File: config.mk
export PLATFORM = sky130hd
export DESIGN_NAME = range_speed_governor_flat
export DESIGN_NICKNAME = d
export VERILOG_FILES = /design/src/rtl/rsg_pkg.sv /design/src/rtl/rsg_if.sv /design/src/rtl/rsg_divider.sv /design/src/rtl/rsg_datapath.sv /design/src/rtl/rsg_ctrl.sv /design/src/rtl/range_speed_governor.sv /design/src/flat_wrapper.sv
export SDC_FILE = /design/constraint.sdc
export NUM_CORES = 2
export LEC_CHECK = 0
export BUFFER_PORTS_ARGS = -buffer_cell sky130_fd_sc_hd__buf_2
export CAP_MARGIN = 20
export CELL_PAD_IN_SITES_DETAIL_PLACEMENT = 1
export CELL_PAD_IN_SITES_GLOBAL_PLACEMENT = 1
export CORE_MARGIN = 2
export CORE_UTILIZATION = 40
export CTS_BUF_LIST = sky130_fd_sc_hd__clkbuf_16
export DETAILED_ROUTE_END_ITERATION = 7
export PLACE_DENSITY = 0.78
export SYNTH_ARGS = -nofsm -noshare
export SYNTH_HDL_FRONTEND = slang
export SYNTH_SLANG_ARGS = --single-unit
File: constraint.sdc
create_clock -name clk -period 7.1 [get_ports clk]
set_input_delay 1.065 -clock clk [delete_from_list [all_inputs] [get_ports clk]]
set_output_delay 1.065 -clock clk [all_outputs]
set_load 0.02 [all_outputs]
File: src/rtl/rsg_pkg.sv
// ============================================================================
// rsg_pkg
// Types and constants shared by the range speed governor modules.
// ============================================================================
package rsg_pkg;

    // payload widths
    localparam int RANGE_W    = 16;
    localparam int DIST_W     = 24;
    localparam int ALPHA_W    = 9;
    localparam int FACTOR_W   = 16;
    localparam int CFG_IDX_W  = 8;
    localparam int CFG_DATA_W = 16;

    // fixed-point ones
    localparam logic [FACTOR_W-1:0] Q15_ONE   = 16'h8000;
    localparam logic [ALPHA_W-1:0]  ALPHA_ONE = 9'd256;

    // register indexes
    localparam logic [CFG_IDX_W-1:0] REG_STOP_DISTANCE  = 8'd0;
    localparam logic [CFG_IDX_W-1:0] REG_SLOW_DISTANCE  = 8'd1;
    localparam logic [CFG_IDX_W-1:0] REG_DISTANCE_ALPHA = 8'd2;
    localparam logic [CFG_IDX_W-1:0] REG_FACTOR_ALPHA   = 8'd3;

    // register reset values
    localparam logic [RANGE_W-1:0] STOP_RESET   = 16'd250;
    localparam logic [RANGE_W-1:0] SLOW_RESET   = 16'd800;
    localparam logic [ALPHA_W-1:0] DALPHA_RESET = 9'd77;
    localparam logic [ALPHA_W-1:0] FALPHA_RESET = 9'd26;

    // sequencer states
    typedef enum logic [2:0] {
        ST_IDLE,
        ST_DIST,
        ST_DSUM,
        ST_RAMP,
        ST_DIV,
        ST_FMUL,
        ST_FSUM
    } state_t;

    // commands from controller to datapath
    typedef struct packed {
        logic load_in;
        logic dist_seed;
        logic dist_mul;
        logic dist_upd;
        logic ramp_eval;
        logic div_start;
        logic raw_load;
        logic fac_mul;
        logic fac_upd;
    } cmd_t;

    // status from datapath to controller
    typedef struct packed {
        logic sample_ready;
        logic dist_zero;
        logic need_div;
        logic div_done;
        logic out_full;
    } status_t;

    // weights above one saturate to one
    function automatic logic [ALPHA_W-1:0] sat_alpha(input logic [ALPHA_W-1:0] a);
        return (a > ALPHA_ONE) ? ALPHA_ONE : a;
    endfunction

endpackage

File: src/rtl/rsg_if.sv
// ============================================================================
// rsg_if
// Valid/ready channels of the range speed governor: sample, result, config.
// ============================================================================
interface rsg_in_if;
    import rsg_pkg::*;

    logic               valid;
    logic               ready;
    logic               sample_ready;
    logic [RANGE_W-1:0] range_mm;

    modport source (output valid, output sample_ready, output range_mm, input ready);
    modport sink   (input valid, input sample_ready, input range_mm, output ready);
endinterface

interface rsg_out_if;
    import rsg_pkg::*;

    logic                valid;
    logic                ready;
    logic [FACTOR_W-1:0] speed_factor;

    modport source (output valid, output speed_factor, input ready);
    modport sink   (input valid, input speed_factor, output ready);
endinterface

interface rsg_cfg_if;
    import rsg_pkg::*;

    logic                  valid;
    logic                  ready;
    logic [CFG_IDX_W-1:0]  index;
    logic [CFG_DATA_W-1:0] data;

    modport source (output valid, output index, output data, input ready);
    modport sink   (input valid, input index, input data, output ready);
endinterface

File: src/rtl/rsg_divider.sv
// ============================================================================
// rsg_divider
// Restoring divider for the speed ramp, one quotient bit per cycle.
// ============================================================================
module rsg_divider (
    input  logic                    clk,
    input  logic                    rst_n,
    input  logic                    start,
    input  logic [rsg_pkg::DIST_W-1:0]   num,
    input  logic [rsg_pkg::DIST_W-1:0]   den,
    output logic                    done,
    output logic [rsg_pkg::FACTOR_W-1:0] quo
);
    import rsg_pkg::*;

    localparam int CNT_W = $clog2(FACTOR_W);

    logic             busy_reg, busy_next;
    logic             done_reg, done_next;
    logic [CNT_W-1:0] cnt_reg, cnt_next;
    logic [DIST_W:0]  rem_reg, rem_next;
    logic [DIST_W-1:0] den_reg, den_next;
    logic [FACTOR_W-1:0] quo_reg, quo_next;
    logic [DIST_W:0]  sub;

    // one compare and subtract per step
    always_comb
    begin
        busy_next = busy_reg;
        done_next = 1'b0;
        cnt_next  = cnt_reg;
        rem_next  = rem_reg;
        den_next  = den_reg;
        quo_next  = quo_reg;
        sub       = rem_reg - {1'b0, den_reg};
        if (start)
        begin
            busy_next = 1'b1;
            cnt_next  = '0;
            rem_next  = {1'b0, num};
            den_next  = den;
            quo_next  = '0;
        end
        else if (busy_reg)
        begin
            if (rem_reg >= {1'b0, den_reg})
            begin
                rem_next = {sub[DIST_W-1:0], 1'b0};
                quo_next = {quo_reg[FACTOR_W-2:0], 1'b1};
            end
            else
            begin
                rem_next = {rem_reg[DIST_W-1:0], 1'b0};
                quo_next = {quo_reg[FACTOR_W-2:0], 1'b0};
            end
            cnt_next = cnt_reg + CNT_W'(1);
            if (cnt_reg == CNT_W'(FACTOR_W - 1))
            begin
                busy_next = 1'b0;
                done_next = 1'b1;
            end
        end
    end

    // control registers
    always_ff @(posedge clk or negedge rst_n)
    begin
        if (!rst_n)
        begin
            busy_reg <= 1'b0;
            done_reg <= 1'b0;
            cnt_reg  <= '0;
        end
        else
        begin
            busy_reg <= busy_next;
            done_reg <= done_next;
            cnt_reg  <= cnt_next;
        end
    end

    // working registers
    always_ff @(posedge clk)
    begin
        rem_reg <= rem_next;
        den_reg <= den_next;
        quo_reg <= quo_next;
    end

    assign done = done_reg;
    assign quo  = quo_reg;

endmodule

File: src/rtl/rsg_datapath.sv
// ============================================================================
// rsg_datapath
// Config registers, distance and factor filters, ramp and result register.
// ============================================================================
module rsg_datapath (
    input  logic                        clk,
    input  logic                        rst_n,
    input  rsg_pkg::cmd_t               cmd,
    output rsg_pkg::status_t            status,
    input  logic                        smp_ready,
    input  logic [rsg_pkg::RANGE_W-1:0] smp_range,
    rsg_cfg_if.sink                     cfg,
    rsg_out_if.source                   result
);
    import rsg_pkg::*;

    logic [RANGE_W-1:0]  stop_reg, slow_reg;
    logic [ALPHA_W-1:0]  dalpha_reg, falpha_reg;
    logic                rdy_reg;
    logic [RANGE_W-1:0]  x_reg;
    logic [DIST_W-1:0]   d_reg;
    logic [FACTOR_W-1:0] f_reg;
    logic [DIST_W:0]     pnew_reg;
    logic [DIST_W+ALPHA_W-1:0] pold_reg;
    logic [FACTOR_W-1:0] raw_reg;
    logic [DIST_W-1:0]   fp1_reg, fp2_reg;
    logic                out_valid_reg;
    logic [FACTOR_W-1:0] out_data_reg;

    logic [ALPHA_W-1:0]  da, fa;
    logic [DIST_W:0]     d_sum;
    logic [DIST_W-1:0]   s_val, w_val, ramp_num, ramp_den;
    logic                above, below, degen;
    logic [DIST_W:0]     f_sum;
    logic [FACTOR_W:0]   f_shift;
    logic [FACTOR_W-1:0] f_new;
    logic                div_done;
    logic [FACTOR_W-1:0] div_quo;
    logic                out_take;

    assign cfg.ready = 1'b1;

    // saturated weights
    assign da = sat_alpha(dalpha_reg);
    assign fa = sat_alpha(falpha_reg);

    // distance filter sum
    assign d_sum = pnew_reg + pold_reg[DIST_W+ALPHA_W-1:8];

    // ramp compare
    assign s_val    = {stop_reg, 8'h00};
    assign w_val    = {slow_reg, 8'h00};
    assign above    = d_reg > w_val;
    assign below    = d_reg < s_val;
    assign degen    = w_val <= s_val;
    assign ramp_num = d_reg - s_val;
    assign ramp_den = w_val - s_val;

    // factor filter sum with clamp
    assign f_sum   = (DIST_W+1)'(fp1_reg) + (DIST_W+1)'(fp2_reg);
    assign f_shift = f_sum[DIST_W:8];
    assign f_new   = (f_shift > {1'b0, Q15_ONE}) ? Q15_ONE : f_shift[FACTOR_W-1:0];

    rsg_divider u_div (
        .clk   (clk),
        .rst_n (rst_n),
        .start (cmd.div_start),
        .num   (ramp_num),
        .den   (ramp_den),
        .done  (div_done),
        .quo   (div_quo)
    );

    assign out_take = result.valid && result.ready;

    // status to controller
    always_comb
    begin
        status.sample_ready = rdy_reg;
        status.dist_zero    = (d_reg == '0);
        status.need_div     = !above && !below && !degen;
        status.div_done     = div_done;
        status.out_full     = out_valid_reg && !result.ready;
    end

    // config registers and filter state
    always_ff @(posedge clk or negedge rst_n)
    begin
        if (!rst_n)
        begin
            stop_reg      <= STOP_RESET;
            slow_reg      <= SLOW_RESET;
            dalpha_reg    <= DALPHA_RESET;
            falpha_reg    <= FALPHA_RESET;
            d_reg         <= '0;
            f_reg         <= Q15_ONE;
            out_valid_reg <= 1'b0;
        end
        else
        begin
            if (cfg.valid)
            begin
                case (cfg.index)
                    REG_STOP_DISTANCE:  stop_reg   <= cfg.data;
                    REG_SLOW_DISTANCE:  slow_reg   <= cfg.data;
                    REG_DISTANCE_ALPHA: dalpha_reg <= cfg.data[ALPHA_W-1:0];
                    REG_FACTOR_ALPHA:   falpha_reg <= cfg.data[ALPHA_W-1:0];
                    default:            ;
                endcase
            end
            if (cmd.dist_seed)
                d_reg <= {x_reg, 8'h00};
            else if (cmd.dist_upd)
                d_reg <= d_sum[DIST_W-1:0];
            if (cmd.fac_upd)
                f_reg <= f_new;
            if (cmd.fac_upd)
                out_valid_reg <= 1'b1;
            else if (out_take)
                out_valid_reg <= 1'b0;
        end
    end

    // payload and product registers
    always_ff @(posedge clk)
    begin
        if (cmd.load_in)
        begin
            rdy_reg <= smp_ready;
            x_reg   <= smp_range;
        end
        if (cmd.dist_mul)
        begin
            pnew_reg <= (DIST_W+1)'(da) * (DIST_W+1)'(x_reg);
            pold_reg <= (DIST_W+ALPHA_W)'(ALPHA_ONE - da) * (DIST_W+ALPHA_W)'(d_reg);
        end
        if (cmd.ramp_eval)
            raw_reg <= above ? Q15_ONE : '0;
        else if (cmd.raw_load)
            raw_reg <= div_quo;
        if (cmd.fac_mul)
        begin
            fp1_reg <= DIST_W'(fa) * DIST_W'(raw_reg);
            fp2_reg <= DIST_W'(ALPHA_ONE - fa) * DIST_W'(f_reg);
        end
        if (cmd.fac_upd)
            out_data_reg <= f_new;
    end

    assign result.valid        = out_valid_reg;
    assign result.speed_factor = out_data_reg;

    // smoothed factor never leaves the unit range
    a_factor_range: assert property (@(posedge clk) disable iff (!rst_n)
        f_reg <= Q15_ONE)
        else $error("smoothed factor above one");

    // ramp quotient is bounded by one
    a_quo_range: assert property (@(posedge clk) disable iff (!rst_n)
        div_done |-> div_quo <= Q15_ONE)
        else $error("ramp quotient above one");

    // a held result is never overwritten
    a_no_overwrite: assert property (@(posedge clk) disable iff (!rst_n)
        cmd.fac_upd |-> !(out_valid_reg && !result.ready))
        else $error("result register overwritten while held");

    // divider is only started on a ramp that needs it
    a_div_start: assert property (@(posedge clk) disable iff (!rst_n)
        cmd.div_start |-> (cmd.ramp_eval && !above && !below && !degen))
        else $error("divider started outside the ramp band");

endmodule

File: src/rtl/rsg_ctrl.sv
// ============================================================================
// rsg_ctrl
// Sequencer that steps one sample through the filters, ramp and output.
// ============================================================================
module rsg_ctrl (
    input  logic             clk,
    input  logic             rst_n,
    input  logic             smp_valid,
    output logic             smp_accept_ok,
    input  rsg_pkg::status_t status,
    output rsg_pkg::cmd_t    cmd
);
    import rsg_pkg::*;

    state_t state_reg, state_next;

    // next state
    always_comb
    begin
        state_next = state_reg;
        case (state_reg)
            ST_IDLE:
                if (smp_valid)
                    state_next = ST_DIST;
            ST_DIST:
                if (status.sample_ready && !status.dist_zero)
                    state_next = ST_DSUM;
                else
                    state_next = ST_RAMP;
            ST_DSUM:
                state_next = ST_RAMP;
            ST_RAMP:
                state_next = status.need_div ? ST_DIV : ST_FMUL;
            ST_DIV:
                if (status.div_done)
                    state_next = ST_FMUL;
            ST_FMUL:
                state_next = ST_FSUM;
            ST_FSUM:
                if (!status.out_full)
                    state_next = ST_IDLE;
            default:
                state_next = ST_IDLE;
        endcase
    end

    // commands
    always_comb
    begin
        cmd           = '0;
        smp_accept_ok = 1'b0;
        case (state_reg)
            ST_IDLE:
            begin
                smp_accept_ok = 1'b1;
                cmd.load_in   = smp_valid;
            end
            ST_DIST:
            begin
                cmd.dist_seed = status.sample_ready && status.dist_zero;
                cmd.dist_mul  = status.sample_ready && !status.dist_zero;
            end
            ST_DSUM:
                cmd.dist_upd = 1'b1;
            ST_RAMP:
            begin
                cmd.ramp_eval = 1'b1;
                cmd.div_start = status.need_div;
            end
            ST_DIV:
                cmd.raw_load = status.div_done;
            ST_FMUL:
                cmd.fac_mul = 1'b1;
            ST_FSUM:
                cmd.fac_upd = !status.out_full;
            default:
                cmd = '0;
        endcase
    end

    // state register
    always_ff @(posedge clk or negedge rst_n)
    begin
        if (!rst_n)
            state_reg <= ST_IDLE;
        else
            state_reg <= state_next;
    end

endmodule

File: src/rtl/range_speed_governor.sv
// ============================================================================
// range_speed_governor
// Range-driven speed limiter: distance filter, linear ramp, factor filter.
// ============================================================================
// Each accepted sample tick yields one Q1.15 speed factor. A tick runs from
// acceptance through the distance, ramp, factor multiply and factor sum
// steps back to idle. A distance update step is added when a distance
// multiply-accumulate is needed, and a division step when the filtered
// distance lies inside the ramp band, where a 16-step restoring divider
// (one quotient bit per cycle) forms the raw factor. The result sits in an
// output register, so a new tick is taken while the previous factor waits
// for its transfer. That tick then holds in its last step until the register
// is free. Config writes are always taken and should be made while idle.
// ============================================================================
module range_speed_governor (
    input  logic     clk,
    input  logic     rst_n,
    rsg_in_if.sink   sample,
    rsg_out_if.source result,
    rsg_cfg_if.sink  cfg
);
    import rsg_pkg::*;

    cmd_t    cmd;
    status_t status;
    logic    accept_ok;

    assign sample.ready = accept_ok;

    rsg_ctrl u_ctrl (
        .clk           (clk),
        .rst_n         (rst_n),
        .smp_valid     (sample.valid),
        .smp_accept_ok (accept_ok),
        .status        (status),
        .cmd           (cmd)
    );

    rsg_datapath u_dp (
        .clk       (clk),
        .rst_n     (rst_n),
        .cmd       (cmd),
        .status    (status),
        .smp_ready (sample.sample_ready),
        .smp_range (sample.range_mm),
        .cfg       (cfg),
        .result    (result)
    );

endmodule

File: src/flat_wrapper.sv
// flat-port wrapper written by rule: the top's interface ports become plain ports
module range_speed_governor_flat import rsg_pkg::*;
  (clk, rst_n, sample_valid, sample_sample_ready, sample_range_mm, sample_ready, result_valid, result_speed_factor, result_ready, cfg_valid, cfg_index, cfg_data, cfg_ready);
  rsg_in_if sample_i ();
  rsg_out_if result_i ();
  rsg_cfg_if cfg_i ();
  input  logic clk;
  input  logic rst_n;
  input wire logic [$bits(sample_i.valid)-1:0] sample_valid;
  input wire logic [$bits(sample_i.sample_ready)-1:0] sample_sample_ready;
  input wire logic [$bits(sample_i.range_mm)-1:0] sample_range_mm;
  output wire logic [$bits(sample_i.ready)-1:0] sample_ready;
  output wire logic [$bits(result_i.valid)-1:0] result_valid;
  output wire logic [$bits(result_i.speed_factor)-1:0] result_speed_factor;
  input wire logic [$bits(result_i.ready)-1:0] result_ready;
  input wire logic [$bits(cfg_i.valid)-1:0] cfg_valid;
  input wire logic [$bits(cfg_i.index)-1:0] cfg_index;
  input wire logic [$bits(cfg_i.data)-1:0] cfg_data;
  output wire logic [$bits(cfg_i.ready)-1:0] cfg_ready;
  assign sample_i.valid = sample_valid;
  assign sample_i.sample_ready = sample_sample_ready;
  assign sample_i.range_mm = sample_range_mm;
  assign sample_ready = sample_i.ready;
  assign result_valid = result_i.valid;
  assign result_speed_factor = result_i.speed_factor;
  assign result_i.ready = result_ready;
  assign cfg_i.valid = cfg_valid;
  assign cfg_i.index = cfg_index;
  assign cfg_i.data = cfg_data;
  assign cfg_ready = cfg_i.ready;
  range_speed_governor u_core (.clk(clk), .rst_n(rst_n), .sample(sample_i), .result(result_i), .cfg(cfg_i));
endmodule
==> results list <==
- Largest net degree at the start of global routing: 57
- At the later pin of the worst-skew pair, clock insertion delay measures 580 ps.
- Net Sw Power: 7.03 mW
* Critical path class: flop to flop
- After layout, the minimum clock period comes to 6900 ps.
* Internal Dissipation: 7.61 mW
* Setup repair after global routing missed its margin: yes
* Number of enable flip-flop cells after synthesis: 185
- The H-tree generated during clock tree synthesis spans 2 levels.
- After the last flow step, the layout net total stands at 4730.
- The hold violation total from the final report is 0.
- Global routing consumed, over all layers together, 21.5% of the routing resources.
* Site row count: 110
* Final Max Slew Viols: 0
* Global-route wire length before repair: 160 mm
- Commonest register cell after synthesis: edfxtp_1
- Warnings from Yosys: 0
* Power share of the sequential group: 22.2%
- Library cells used by synthesis: 75
- OpenSTA, run right after detailed placement, puts the worst setup slack at -122 ps.
- Cell count after synthesis: 3799
- For this run, asynchronously set or reset flops after synthesis account for 33.1%.
- Largest area contributor in the synthesized netlist: fa_1
* Type of the worst min-delay path: flop to flop
- Slack of the critical path: 201 ps
* Count leader, synth: inv_1
- The root buffer cell chosen for the clock tree is clkbuf_16.
- Including well taps, the total number of placed cells is 4992.
- Clock tree skew after final layout: 17.0 ps
- Sequential-to-total area share from yosys stat: 23.2%
- At the end of routability-driven placement, the weighted congestion stood at 0.825.
- After synthesis, the mean cell area works out to 9.55 µm².
* Initial DRC count: 1231
- Post-detailed-route via-to-cell ratio: 5.24
- Total congestion overflow after global routing: 0
- Broken down by cell family, the worst path's largest delay share belongs to adder cells.
- Switching part of the total power: 48.0%
* Commonest cells post-synth: inv_1, nand2_1, fa_1, ha_1, and2_1
- Clock network fraction of design power: 13.1%
* Number of buffers inserted for hold repair after clock tree synthesis: 0
* Portion of synthesized cell area occupied by the leading cell type: 26.8%
* Largest cells by area after synthesis: fa_1, edfxtp_1, ha_1
* Post-synthesis instance area: 36300 µm²
- Dividing total power by cell area gives a power density of 368 nW/µm².
* Clock tree from TritonCTS: yes
* Diode count: 0
* Total number of vias: 26530
- Num CTS Buffers: 37
* Detailed Route WL: 98.5 mm
- Required time reported for the critical path endpoint: 7490 ps
- Part of the total power dissipated in combinational logic: 64.7%
- The worst setup path is captured at a flop.
* Final critical-path share of the clock period: 97.2%
- Max stage delay cell, worst path: or4b_2
- From synthesis to final layout, the design area changed by 9.82%.
* Avg WL per Cell: 19.4 µm
- Across the run, the number of max-cap violations was 0.
- After clock tree synthesis, the clock-pin slew on the worst setup and hold paths is 70 ps.
* Crit path DAT: 7290 ps
- The worst setup path is launched from a flop.
- Fraction of layout cells with a size suffix above 1: 8.85%
- Outcome: complete, no violations
- Flip-flop count of the largest register after layout: 25
* Number of buffers on the longest clock path: 3
- Among the stages of the critical path, the cell type that occurs most often is fa_1.
- The via count of the first global-routing pass came to 29813.
- Area of the die: 93100 µm²
* Max-slew headroom at the worst pin: 38.5%
- Buffers and inverters on the worst path: 4
* Starting Density: 40.3%
* Leakage power of the design: 19.3 nW
- The count of buffers added on input and output ports is 63.
- Highest achievable clock rate: 145 MHz
- The floorplan step set the die width to 305 µm.
- The clock drives 302 sinks.
- Post-synthesis register bit count: 302
- CP peak stage delay: 630 ps
- Of all nets on the critical path, the largest fanout is 9.
* Final Instance Count excl. Fillers: 5065
- Ports: 65
- The floorplan step defined a core boundary enclosing 90000 µm².
* Die extent in y: 305 µm
* Final HPWL from detailed placement: 76.9 mm
* Worst-margin pin slew: 920 ps
- Final routed DRC violation total: 0
- Number of optimization iterations in the first detailed-route pass: 5
- Once detail routing completed, the nets flagged for antenna violations numbered 0.
- The initial antenna violation count is 1.
- IR analysis of the VDD net gives a maximum drop of 243 µV.
- Traced cell by cell, the critical path runs through nor2b_2 > or3_1 > or3_4 > nor3_4 > xnor2_4 > buf_6 > nand2_1 > fa_1 > inv_1 > fa_1 > inv_1 > fa_1 > fa_1 > fa_1 > inv_1 > ha_1 > and3_1 > nand3_1 > nand3_2 > o41ai_4 > or4b_2 > o211ai_1.
- Setup violations remaining at the end of the flow were counted as 0.
[worst paths after layout]
check / to / slack [ps] / start / cells past startpoint
hold reg to reg: u_core.u_dp.u_div.rem_reg[24] / 480 / u_core.u_dp.u_div.rem_reg[24] / 2
max in group asynchronous: u_core.u_dp.falpha_reg[8] / 5220 / rst_n / 2
setup reg to reg: u_core.u_dp.fp2_reg[22] / 200 / u_core.u_dp.falpha_reg[1] / 22
hold / removal: u_core.u_dp.u_div.rem_reg[24] / 480 / u_core.u_dp.u_div.rem_reg[24] / 2
min in group asynchronous: u_core.u_dp.d_reg[20] / 520 / rst_n / 1
setup / recovery: u_core.u_dp.fp2_reg[22] / 200 / u_core.u_dp.falpha_reg[1] / 22
[placed cells by master, fill, tap and decap left out, drive strengths merged, types with 47 or more instances in the layout]
cell type	synthesis	routed
inv	707	719
nand2	512	512
fa	485	485
ha	338	338
and2	264	264
edfxtp	185	185
buf	44	146
nor2	132	132
xnor2	113	113
o21ai	93	93
a21oi	89	89
dfrtp	83	83
a21o	52	52
xor2	51	51
mux2	50	50
mux2i	47	47
nor3	47	47
[worst register-to-register path, delay by kind of cell (launching register included)]
kind	cells	cell delay (ps)
adder cells (fa/ha/maj)	6	2930
XOR/XNOR	1	240
AO/OA/AOI/OAI	2	520
buffers and inverters	4	360
flip-flops	1	370
AND/OR/NAND/NOR	9	2320
[layout make-up]
type,instances,area [µm²]
inverters,707,2650
clock buffers,40,1000
clock inverters,27,185
flip-flops and latches,302,8420
fillers,10389,50200
well taps,1176,1470
multi-input cells,2667,25100
repair buffers,146,1050
[power groups by stage]
stage	registers, mW	logic, mW	clock network (mW)
3_5_place_dp	3.27	9.07	0
2_1_floorplan	2.75	6.76	0
5_1_grt	3.30	10.7	2.01
3_3_place_gp	3.25	8.64	0
4_1_cts	3.24	9.29	1.96
6_report	3.25	9.48	1.91
[repair_timing]
| item | 4_1_cts | 5_1_grt |
|---|---|---|
| setup endpoints to repair | 4 | 10 |
| buffers inserted | 0 | 4 |
| pin swaps | 0 | 10 |
| gates cloned | 0 | 1 |
| hold endpoints to repair | 0 | 0 |
| gates resized for setup | 7 | 58 |
[through the flow]
step                      hold WS (ps)  TNS [ps]  util (%)  power [mW]  cell area [µm²]
after floorplan                    447         0         -        9.51            36400
final                              479         0      44.3        14.6            39800
after detailed placement           474      -163      42.5        12.3            38300
after global routing               495      -143      44.3        16.0            39800
after global placement             459         0      42.5        11.9            38300
after CTS                          483         0      43.9        14.5            39500
[logic make-up after synthesis]
group           after synthesis  synth area share [%]
xor+xnor                    164                  3.96
mux                          97                  2.85
buf+inv                     868                  9.04
fa+ha+maj                   823                  38.4
flops                       302                  23.2
other cells                   2                0.0207
simple gates               1161                  15.4
compound gates              382                  7.06
[per-layer routing]
layer  part of all wire, %  vias to the layer above  track usage, %
met3                   3.5                      173            2.13
li1                      -                    12100               -
met2                    52                      461            39.3
met1                    42                    13796            26.6
met5                     0                        -               0
met4                   3.3                        0            7.01
Note: power is estimated with default switching activity, not from simulation.
